--- config.mk ---
export PLATFORM = sky130hd
export DESIGN_NAME = tpf_peak_scan
export DESIGN_NICKNAME = d
export VERILOG_FILES = /design/src/hw/rtl/tpf_pkg.sv /design/src/hw/rtl/tpf_peak_scan.sv
export SDC_FILE = /design/constraint.sdc
export NUM_CORES = 1
export LEC_CHECK = 0
export BUFFER_PORTS_ARGS = -buffer_cell sky130_fd_sc_hd__buf_4
export CORE_UTILIZATION = 50
export CTS_BUF_LIST = sky130_fd_sc_hd__clkbuf_4 sky130_fd_sc_hd__clkbuf_8
export DETAILED_ROUTE_END_ITERATION = 8
export PLACE_DENSITY = 0.67
export SETUP_SLACK_MARGIN = 0.5
export SLEW_MARGIN = 20
export SYNTH_ARGS = -nofsm -noshare
export SYNTH_HDL_FRONTEND = slang
export SYNTH_SLANG_ARGS = --single-unit
--- constraint.sdc ---
create_clock -name clk -period 7.2 [get_ports clk]
set_input_delay 1.08 -clock clk [delete_from_list [all_inputs] [get_ports clk]]
set_output_delay 1.08 -clock clk [all_outputs]
set_load 0.02 [all_outputs]
--- src/hw/rtl/tpf_pkg.sv ---
// tpf_pkg: shared widths, register indexes and the peak emission struct for
// the threshold peak finder. No dependencies.
`default_nettype none

package tpf_pkg;

    localparam int SAMPLE_W            = 16;
    localparam int IDX_OUT_W           = 10;
    localparam int FRAC_W              = 15;
    localparam int DIST_W              = 10;
    localparam int PEAKS_W             = 7;
    localparam int SLOT_LIMIT          = 64;
    localparam int PROD_W              = (SAMPLE_W - 1) + FRAC_W;
    localparam int FRAME_DEPTH_DEFAULT = 1024;

    localparam int CFG_ADDR_W = 2;
    localparam int CFG_DATA_W = 15;

    localparam logic [CFG_ADDR_W-1:0] CFG_THRESHOLD_FRACTION = 2'd0;
    localparam logic [CFG_ADDR_W-1:0] CFG_MIN_DISTANCE       = 2'd1;
    localparam logic [CFG_ADDR_W-1:0] CFG_MAX_PEAKS          = 2'd2;

    localparam logic [FRAC_W-1:0]  THRESHOLD_FRACTION_RST = 15'd16384;
    localparam logic [DIST_W-1:0]  MIN_DISTANCE_RST       = 10'd1;
    localparam logic [PEAKS_W-1:0] MAX_PEAKS_RST          = 7'd8;

    // one result slot handed from the scanner to the output register
    typedef struct packed {
        logic                 valid;
        logic [IDX_OUT_W-1:0] index;
        logic                 filled;
        logic                 last;
    } tpf_emit_t;

endpackage

`default_nettype wire

--- src/hw/rtl/tpf_peak_scan.sv ---
// tpf_peak_scan: post-frame search. Computes the threshold, emits the global
// peak, walks the sample store left then right, then pads. Uses tpf_pkg.
`default_nettype none

module tpf_peak_scan #(
    parameter int FRAME_DEPTH = tpf_pkg::FRAME_DEPTH_DEFAULT,
    parameter int AW          = (FRAME_DEPTH > 1) ? $clog2(FRAME_DEPTH) : 1,
    parameter int CNTW        = $clog2(FRAME_DEPTH + 1)
) (
    input  wire logic                                clk,
    input  wire logic                                rst_n,
    input  wire logic                                start,
    input  wire logic [AW-1:0]                       top_pos,
    input  wire logic [CNTW-1:0]                     frame_count,
    input  wire logic signed [tpf_pkg::SAMPLE_W-1:0] frame_max,
    input  wire logic [tpf_pkg::FRAC_W-1:0]          thr_frac,
    input  wire logic [tpf_pkg::DIST_W-1:0]          min_dist,
    input  wire logic [tpf_pkg::PEAKS_W-1:0]         max_peaks,
    input  wire logic                                out_free,
    output logic [AW-1:0]                            rd_addr,
    input  wire logic signed [tpf_pkg::SAMPLE_W-1:0] rd_data,
    output tpf_pkg::tpf_emit_t                       emit,
    output logic                                     done
);
    import tpf_pkg::*;

    localparam int PW = ((AW > IDX_OUT_W) ? AW : IDX_OUT_W) + 2;

    typedef enum logic [5:0] {
        S_IDLE  = 6'b000001,
        S_THR   = 6'b000010,
        S_PEAK  = 6'b000100,
        S_LEFT  = 6'b001000,
        S_RIGHT = 6'b010000,
        S_PAD   = 6'b100000
    } scan_state_t;

    scan_state_t                state_reg, state_next;
    logic [PEAKS_W-1:0]         cnt_reg, cnt_next;
    logic                       rvalid_reg, rvalid_next;
    logic [1:0]                 fill_reg, fill_next;
    logic [FRAC_W-1:0]          thr_reg, thr_next;
    logic signed [PW-1:0]       cand_reg, cand_next;
    logic signed [PW-1:0]       rd_ptr_reg, rd_ptr_next;
    logic signed [SAMPLE_W-1:0] w1_reg, w1_next;
    logic signed [SAMPLE_W-1:0] w2_reg, w2_next;

    logic [PEAKS_W-1:0]         slots;
    logic [DIST_W-1:0]          dist_u;
    logic signed [PW-1:0]       dist_s, top_s, n_s, step_s, jump_s;
    logic signed [SAMPLE_W-1:0] thr_s;
    logic [PROD_W-1:0]          prod;
    logic                       last_emit, in_range, hit, left;

    always_comb
    begin
        if (max_peaks == '0)
            slots = PEAKS_W'(1);
        else if (max_peaks > PEAKS_W'(SLOT_LIMIT))
            slots = PEAKS_W'(SLOT_LIMIT);
        else
            slots = max_peaks;
    end

    assign dist_u    = (min_dist == '0) ? DIST_W'(1) : min_dist;
    assign dist_s    = signed'({{(PW-DIST_W){1'b0}}, dist_u});
    assign top_s     = signed'({{(PW-AW){1'b0}}, top_pos});
    assign n_s       = signed'({{(PW-CNTW){1'b0}}, frame_count});
    assign left      = (state_reg == S_LEFT);
    assign step_s    = left ? {PW{1'b1}} : PW'(1);
    assign jump_s    = left ? -dist_s : dist_s;
    assign thr_s     = signed'({1'b0, thr_reg});
    assign prod      = PROD_W'(frame_max[SAMPLE_W-2:0]) * PROD_W'(thr_frac);
    assign last_emit = ((cnt_reg + PEAKS_W'(1)) == slots);
    assign in_range  = left ? (cand_reg >= PW'(1)) : ((cand_reg + PW'(2)) <= n_s);
    // candidate is w2; w1 and the arriving word are its neighbors
    assign hit       = (w2_reg > thr_s) && (w2_reg > w1_reg) && (w2_reg > rd_data);
    assign rd_addr   = rd_ptr_reg[AW-1:0];

    always_comb
    begin
        state_next  = state_reg;
        cnt_next    = cnt_reg;
        rvalid_next = 1'b0;
        fill_next   = fill_reg;
        thr_next    = thr_reg;
        cand_next   = cand_reg;
        rd_ptr_next = rd_ptr_reg;
        w1_next     = w1_reg;
        w2_next     = w2_reg;
        emit        = '0;
        done        = 1'b0;

        unique case (state_reg)
            S_IDLE:
            begin
                if (start)
                    state_next = S_THR;
            end
            S_THR:
            begin
                thr_next   = prod[PROD_W-1:FRAC_W];
                cnt_next   = '0;
                state_next = S_PEAK;
            end
            S_PEAK:
            begin
                if (out_free)
                begin
                    emit.valid  = 1'b1;
                    emit.index  = top_s[IDX_OUT_W-1:0];
                    emit.filled = 1'b1;
                    emit.last   = last_emit;
                    cnt_next    = cnt_reg + PEAKS_W'(1);
                    if (last_emit)
                    begin
                        done       = 1'b1;
                        state_next = S_IDLE;
                    end
                    else
                    begin
                        cand_next   = top_s - dist_s;
                        rd_ptr_next = top_s - dist_s + PW'(1);
                        fill_next   = '0;
                        state_next  = S_LEFT;
                    end
                end
            end
            S_LEFT, S_RIGHT:
            begin
                if (!in_range)
                begin
                    fill_next = '0;
                    if (left)
                    begin
                        cand_next   = top_s + dist_s;
                        rd_ptr_next = top_s + dist_s - PW'(1);
                        state_next  = S_RIGHT;
                    end
                    else
                    begin
                        state_next = S_PAD;
                    end
                end
                else
                begin
                    rvalid_next = 1'b1;
                    rd_ptr_next = rd_ptr_reg + step_s;
                    if (rvalid_reg)
                    begin
                        if (fill_reg == 2'd2)
                        begin
                            if (hit)
                            begin
                                rvalid_next = 1'b0;
                                fill_next   = '0;
                                if (out_free)
                                begin
                                    emit.valid  = 1'b1;
                                    emit.index  = cand_reg[IDX_OUT_W-1:0];
                                    emit.filled = 1'b1;
                                    emit.last   = last_emit;
                                    cnt_next    = cnt_reg + PEAKS_W'(1);
                                    if (last_emit)
                                    begin
                                        done       = 1'b1;
                                        state_next = S_IDLE;
                                    end
                                    else
                                    begin
                                        cand_next   = cand_reg + jump_s;
                                        rd_ptr_next = cand_reg + jump_s - step_s;
                                    end
                                end
                                else
                                begin
                                    // output busy: refetch the window, same candidate
                                    rd_ptr_next = cand_reg - step_s;
                                end
                            end
                            else
                            begin
                                w1_next   = w2_reg;
                                w2_next   = rd_data;
                                cand_next = cand_reg + step_s;
                            end
                        end
                        else
                        begin
                            w1_next   = w2_reg;
                            w2_next   = rd_data;
                            fill_next = fill_reg + 2'd1;
                        end
                    end
                end
            end
            S_PAD:
            begin
                if (out_free)
                begin
                    emit.valid  = 1'b1;
                    emit.index  = '0;
                    emit.filled = 1'b0;
                    emit.last   = last_emit;
                    cnt_next    = cnt_reg + PEAKS_W'(1);
                    if (last_emit)
                    begin
                        done       = 1'b1;
                        state_next = S_IDLE;
                    end
                end
            end
            default:
            begin
                state_next = S_IDLE;
            end
        endcase
    end

    always_ff @(posedge clk or negedge rst_n)
    begin
        if (!rst_n)
        begin
            state_reg  <= S_IDLE;
            cnt_reg    <= '0;
            rvalid_reg <= 1'b0;
            fill_reg   <= '0;
        end
        else
        begin
            state_reg  <= state_next;
            cnt_reg    <= cnt_next;
            rvalid_reg <= rvalid_next;
            fill_reg   <= fill_next;
        end
    end

    always_ff @(posedge clk)
    begin
        thr_reg    <= thr_next;
        cand_reg   <= cand_next;
        rd_ptr_reg <= rd_ptr_next;
        w1_reg     <= w1_next;
        w2_reg     <= w2_next;
    end

    a_emit_free: assert property (@(posedge clk) disable iff (!rst_n)
        emit.valid |-> out_free)
        else $error("slot emitted while output register full");

    a_last_done: assert property (@(posedge clk) disable iff (!rst_n)
        (emit.valid && emit.last) |-> done)
        else $error("last slot without frame completion");

    a_start_idle: assert property (@(posedge clk) disable iff (!rst_n)
        start |-> (state_reg == S_IDLE))
        else $error("new frame started while search in progress");

    a_fill_range: assert property (@(posedge clk) disable iff (!rst_n)
        (rvalid_reg && (fill_reg == 2'd2)) |=> (fill_reg != 2'd3))
        else $error("window fill count out of range");

endmodule

`default_nettype wire

**Word level (Yosys, flattened, before mapping)**

Cells that the tools add are included.
Widths: inputs -> output; s select.

- Flip-flop bits (word level): 87
- Input port bits: 89
- Output and inout port bits: 24
- Logic and storage cells: 140

- Equality and inequality tests: 23
- Muxes and demuxes: 74
- Add/subtract/negate cells: 13
- Reduce and logical (&&, ||, !) cells: 14
- Order comparisons: 6
- Multipliers: 1

Operators with widths:

| operator | number |
|---|---|
| $mux 12 | 20 |
| $mux 13 | 7 |
| $mux 16 | 4 |
| $mux 6 | 9 |
| $mux 7 | 7 |
| $gt 16x16->1 | 3 |
| $pmux 12 s2 | 2 |
| $pmux 13 s3 | 1 |
| $add 12x12->12 | 3 |
| $mul 15x15->30 | 1 |
| $pmux 6 s5 | 1 |
| $sub 12x12->12 | 2 |
| $pmux 7 s3 | 1 |
| $ne 2x2->1 const B | 8 |
| $reduce_and 5->1 | 3 |
| $add 11x2->12 const B | 1 |
| $add 12x3->12 const B | 1 |
| $ge 12x2->1 const B | 1 |
| $le 12x12->1 | 1 |
| $mux 1 | 12 |
| $mux 2 | 6 |
| $ne 3x3->1 const B | 4 |
| $ne 4x4->1 const B | 3 |
| $neg 10->12 | 1 |
| 26 further kinds | 29 |

**Logic depth before layout (Yosys ltp)**

Gate-level depths: netlist of run 1.

- Word-level depth: 13
- Mapped depth: 26
- Mapped depth without buffers: 26

**Least setup slack after synthesis of run 1**

No wires, ideal clock.

- Kind: in2reg
- From: input port thr_frac[5] (netlist bit)
- To: register thr_reg[14] (data pin)
- Path slack: 0.269 ns
- Data required time: 6.940 ns
- Stages: 22
- Library setup time: 0.260 ns
- Path buffers: 1
- Arrival: 6.671 ns
- Cells stage by stage: clkbuf_1 -> nand2_1 -> fa_1 -> inv_1 -> fa_1 -> fa_1 -> inv_1 -> fa_1 -> fa_1 -> inv_1 -> fa_1 -> ha_1 -> nand4_1 -> nor2_1 -> a2111oi_0 -> a2111o_1 -> a31o_1 -> o31ai_2 -> o311ai_1 -> o21ai_1 -> a21oi_1 -> xnor2_1

- Word-level cells in the longest chain between the ends: 1

RTL lines:

| element | RTL line | RTL |
|---|---|---|
| from (decl) | tpf_peak_scan.sv:16 | `input wire logic [tpf_pkg::FRAC_W-1:0] thr_frac,` |
| $mul 15x15->30 | tpf_peak_scan.sv:73 | `assign prod = PROD_W'(frame_max[SAMPLE_W-2:0]) * PROD_W'(thr_frac);` |
| via prod[29] | tpf_peak_scan.sv:52 | `logic [PROD_W-1:0] prod;` |
| to (signal assigned) | tpf_peak_scan.sv:240 | `thr_reg <= thr_next;` |
| to (decl) | tpf_peak_scan.sv:42 | `logic [FRAC_W-1:0] thr_reg, thr_next;` |

The timed path passes the listed nets, and every way through them passes these cells.
A chain may end at the register's enable or synchronous reset.

**Final worst setup path of run 1**

Same ends and word-level chain as after synthesis.

==> flow_summary.toml, run 1 <==
[timing]
rsz0062_at_grt = "true"
final.setup.tns_ps = 0
post-route-period-util_pct = 89.8
holdWs_ps = 478
fmax_mhz = 155
tightest_slew_ps = 1040
relSlewSlack_pct = 30.3
skew_ps = 16.7
finalSetupViolations = 0
layout_setup_ws_ps = 732
drv_slew = 0
fin_crit_ps = 6470
hold_viol = 0

[clock_tree]
hold_buffers = 0
clk_pin_slew_ps = 90
insertion_delay_ps = 380
h-tree-depth = 3
tritoncts = "done"
clk_path_buf_depth = 2
cts_made_buffers = 9
cts-root-buf = "clkbuf_8"
cts.sinks = 85

[finish]
fill_cells = 2793
syn2layout_area_growth_pct = 9.97
drive_above_1_share_pct = 9.35
n_antenna_cell = 0
nets = 2307
instances_no_fill = 2225

[synth]
synth-main-ff-cell = "edfxtp_1"
synthArstFlopShare_pct = 18.8
synth_top_area_share_pct = 22.2
ys_ff_latch = 85
yosys.area.top_type = "fa_1"
syn_area_um2 = 15600
synth_cells = 1747
synth_most_common_cell = "inv_1"
syn_nets = 2230
synth_common_cells = "268 x inv_1, 221 x ha_1, 184 x nand2_1"
yosysUniqueCellTypes = 77
ys_seq_area_share_pct = 15.9
syn_area_per_cell_um2 = 8.91
synthTopCellsByArea = "fa_1 22%, ha_1 18%, edfxtp_1 13%, inv_1 6.5%, xnor2_1 4.6%"
ys_warn_count = 0
synth-edff-count = 69

[power_and_ir_drop]
finalPower_mw = 4.96
ir_drop_uv = 198
power_density_nw_per_um2 = 290
leakagePower_nw = 8.25

[global_routing]
gr-total-overflow = 0
grt_start_max_net_pins = 33
grt.total_usage_pct = 24.3
grt_antenna_before_repair = 0
first_global_vias = 12440
grt_pass1_wl_mm = 60.8

[placement]
hpwl_mm = 30.4
gp_congestion = 0.892
port_buffers = 111
pre_cts_ws_ps = 110
dp_cells = 2207

[detailed_routing]
vias_per_cell = 5.57
num_vias = 12393
initialDrtViolationCount = 754
wl_per_cell_um = 16.8
drtPass1Iterations = 5
wirelength_mm = 37.3
antenna_left = 0
drc_errors = 0

[setup_path]
worstPathRequired_ps = 7340
start_kind = "input port"
crit_chain = "buf_4, buf_4, nand2_1, fa_1, inv_1, fa_1, fa_1, fa_1, fa_1, fa_1, ha_1, a22oi_1, nand2_1, o21ai_0, a2111o_1, a31o_4, o31ai_4, o311ai_4, o21ai_2, a21oi_1, xnor2_1"
cpMaxStageDelayCell = "fa_1"
worstPathArrival_ps = 6610
end_kind = "flip-flop"
cp_max_fo = 10
max_stage_delay_ps = 610
worst-path-buf-inv = 3
crit_path_frequent_cell = "fa_1"
critPathTopFamily = "adder cells"
criticalPathCategory = "input port to flip-flop"

[status]
status = "finished clean"

[floorplanning]
ios = 113
num_rows = 64
die_width_um = 178
dieArea_um2 = 31900
initial_utilization_pct = 50.9
die_h_um = 178
core_area_um2 = 30600

[worst_hold_path]
hold_path_class = "flip-flop to flip-flop"

[run]
maxCapViolations = 0
[what timing repair did]
item,in CTS,in global routing
setup endpoints to repair,0,4
gates resized for setup,0,11
endpoints found under the hold margin,0,0
buffers inserted,0,1
[final timing paths]
path / start / endpoint / slack [ps] / cells past startpoint
worst min register to register: w2_reg[0] / w1_reg[0] / 480 / 0
worst min-delay path: w2_reg[0] / w1_reg[0] / 480 / 0
worst max-delay path: thr_frac[5] / thr_reg[14] / 730 / 21
max in group asynchronous: rst_n / state_reg[0] / 6400 / 1
min in group asynchronous: rst_n / state_reg[1] / 540 / 1
worst max register to register: state_reg[1] / rd_ptr_reg[9] / 1580 / 21
[worst reg2reg max path, cell delays in order (launching register included)]
cell and delay (ps):
dfrtp_1 450, nor3_1 410, nand3_1 130, buf_4 290
inv_2 90, buf_4 340, o21ai_0 280, fa_1 500
a21o_1 200, a21oi_1 220, nor2b_1 90, o21ai_0 210
nor2b_1 200, xnor2_1 110, ha_1 240, a2111o_1 380
a31o_1 220, a21oi_1 170, xnor2_1 150, xnor2_1 90
or3_1 370, a31o_1 220
[placed cells by master (no fill, tap or decap), types with 14 or more instances in the layout]
cell      Yosys  routed
o21ai_1      27      27
nor2_1       81      78
nand2_1     184     184
inv_1       268     268
o21ai_0      40      39
dfrtp_1      15      15
a21o_1       33      33
nor2b_1      14      14
and2_1       92      92
edfxtp_1     69      69
xor2_1       31      31
fa_1        173     173
a21oi_1      87      86
xnor2_1      81      81
nand3_1      36      36
buf_4         0     124
ha_1        221     221
nor3_1       26      26
[final cells by class]
| class | instances | area, um2 | share of cell area (%) |
|---|---|---|---|
| clock buffers | 9 | 124 | 0.723 |
| clock inverters | 7 | 103 | 0.599 |
| inverters | 270 | 1010 | 5.92 |
| multi-input cells | 1331 | 11900 | 69.7 |
| flip-flops and latches | 85 | 2470 | 14.4 |
| well taps | 396 | 495 | 2.89 |
| repair buffers | 127 | 981 | 5.73 |
[cell families (layout without fill, tap and decap cells)]
| logic type | after synthesis | in the layout | synth area share, % |
|---|---|---|---|
| AOI/OAI and AO/OA | 307 | 307 | 13.1 |
| DFF | 85 | 85 | 15.9 |
| buffers and inverters | 331 | 413 | 8.05 |
| adders and majority gates | 394 | 394 | 40.0 |
| xor gates and xnor gates | 113 | 113 | 6.45 |
| muxes | 7 | 7 | 0.450 |
| and+or+nand+nor | 510 | 510 | 16.1 |
[per-stage QoR]
step                instance area [um2]  util [%]
floorplan                         15600         -
global placement                  16800      54.9
detailed placement                16800      54.9
CTS                               17000      55.7
global route                      17100      56.0
finish                            17100      56.0
[where the power goes]
group | internal (mW) | switching [mW] | total, mW
registers | 0.756 | 0.0576 | 0.813
logic | 1.70 | 2.06 | 3.76
clock network | 0.200 | 0.192 | 0.392
[metal layers]
layer,track usage (%),vias up,wire length [um]
met1,32.8,5992,16900
met3,2.47,65,1910
met4,7.24,0,971
li1,-,5971,-
met5,0,-,0
met2,40.9,365,17600
No activity file was read; power rests on OpenSTA's default activity.
==> run 2: changes to the inputs <==
REMOVE_ABC_BUFFERS = 1   (was unset)
==> run 2 against run 1 <==
Against the previous run:
- global-route usage is 0.065 points higher
- wire length is 0.14% higher
- sequential share of layout area hardly changed
- design area is 0.28% higher
- non-clock buffer count is 12 higher
- highest routed layer unchanged
==> flow_summary.toml, run 2 (synthesized netlist as in run 1, its figures left out) <==
[finish]
instances_no_fill = 2237
drive_above_1_share_pct = 10.0
syn2layout_area_growth_pct = 10.3
fill_cells = 2784
multi_input_area_um2 = 11900
n_antenna_cell = 0
final_core_util_pct = 56.1
regArea_um2 = 2470
nets = 2319
layout_commonest_cell = "inv_1"
final_cell_mix = "268 x inv_1, 221 x ha_1, 183 x nand2_1"

[placement]
gp_congestion = 0.878
port_buffers = 111
hpwl_mm = 30.9
dp_cells = 2219

[worst_hold_path]
hold_end = "w1_reg[0]"
holdPathStages = 0
holdCritStartpoint = "w2_reg[0]"
hold_path_class = "flip-flop to flip-flop"

[timing]
final.setup.tns_ps = 0
holdWs_ps = 465
fin_crit_ps = 6540
drv_slew = 0
hold_viol = 0
rsz0062_at_grt = "false"
fmax_mhz = 153
tightest_slew_ps = 1010
relSlewSlack_pct = 32.4
skew_ps = 21.3
post-route-period-util_pct = 90.8
finalSetupViolations = 0

[power_and_ir_drop]
cell_internal_pwr_mw = 2.60
power_frac_clock_pct = 6.5
switching_power_mw = 2.32
p_sw_share_pct = 47.1
ir_drop_uv = 253
p_seq_share_pct = 16.5
leakagePower_nw = 8.28
finalPower_mw = 4.92
power_density_nw_per_um2 = 286
power_frac_comb_pct = 76.9

[clock_tree]
h-tree-depth = 3
cts_made_buffers = 9
tritoncts = "done"
cts-root-buf = "clkbuf_8"
clk_pin_slew_ps = 90
clk_path_buf_depth = 2
cts.sinks = 85
insertion_delay_ps = 390

[setup_path]
cpMaxStageDelayCell = "fa_1"
cp_max_fo = 15
worstPathRequired_ps = 7330
crit_chain = "buf_4, and2_1, fa_1, fa_1, fa_1, fa_1, fa_1, fa_1, ha_1, a211oi_2, nand2_2, a2111oi_4, a2111o_1, a31o_1, o31ai_4, o311ai_4, o21ai_2, a21oi_1, xnor2_1"
worstPathArrival_ps = 6670
criticalPathCategory = "input port to flip-flop"
r2r_end = "rd_ptr_reg[9]"
critPathTopFamily = "adder cells"
end_kind = "flip-flop"
crit_path_frequent_cell = "fa_1"
max_stage_delay_ps = 570
ff2ff_setup_slack_ps = 1690
timing.rr.start = "state_reg[1]"
worst-path-buf-inv = 1
start_kind = "input port"
reg2reg_depth = 21

[status]
status = "finished clean"

[floorplanning]
dieArea_um2 = 31900
ios = 113
initial_utilization_pct = 50.9
num_rows = 64
core_area_um2 = 30600
die_width_um = 178
die_h_um = 178

[global_routing]
grt.total_usage_pct = 24.3
first_global_vias = 12469
gr-max-usage-layer = "met2"
grt_use_met1_pct = 33.3
grt_antenna_before_repair = 0
met2_usage_pct = 40.7
grt_pass1_wl_mm = 61.2
use_met3_pct = 2.77
gr-total-overflow = 0
grt_start_max_net_pins = 33

[run]
maxCapViolations = 0

[detailed_routing]
drtPass1Iterations = 5
vias_per_cell = 5.55
initialDrtViolationCount = 853
num_vias = 12423
antenna_left = 0
wirelength_mm = 37.4
wl_per_cell_um = 16.7
drc_errors = 0
run 2: area by class of cell:
class	instances	share of cell area [%]
Sequential cell	85	14.4
Clock inverter	6	0.270
Multi-Input combinational cell	1331	69.5
Timing Repair Buffer	139	6.26
Tap cell	396	2.89
Inverter	270	5.90
Clock buffer	10	0.765
run 2: how the worst max path moves through the flow:
stage | startpoint | end | slack, ps | cells past startpoint
2_1_floorplan | thr_frac[2] | thr_reg[14] | 580 | 20
3_3_place_gp | thr_frac[4] | thr_reg[14] | 60 | 22
3_5_place_dp | thr_frac[3] | thr_reg[14] | 30 | 22
4_1_cts | frame_max[5] | thr_reg[14] | 510 | 22
5_1_grt | thr_frac[2] | thr_reg[14] | 440 | 19
6_report | thr_frac[2] | thr_reg[14] | 660 | 19
run 2: layer usage:
layer  vias to the layer above  wire length (um)
met5                         -                 0
met4                         0               731
met3                        49              1870
met2                       337             17700
met1                      6041             17100
li1                       5996                 -
run 2: timing repair:
| item | CTS | global route |
|---|---|---|
| pin swaps | 0 | 18 |
| setup buffers | 0 | 1 |
| gates resized for setup | 2 | 15 |
| hold buffers | 0 | 0 |
| setup endpoints to repair | 2 | 6 |
run 2: power groups by stage:
stage	registers, mW	clock network, mW	logic (mW)
6_report	0.813	0.322	3.78
5_1_grt	0.821	0.348	4.36
4_1_cts	0.813	0.326	3.67
3_5_place_dp	0.824	0	3.63
3_3_place_gp	0.822	0	3.51
2_1_floorplan	0.811	0	2.81
run 2: through the flow:
| stage | setup slack, ps | area (um2) |
|---|---|---|
| floorplan | 583 | 15300 |
| global placement | 61.6 | 16900 |
| detailed placement | 28.7 | 16900 |
| CTS | 510 | 17100 |
| global route | 442 | 17200 |
| finish | 662 | 17200 |
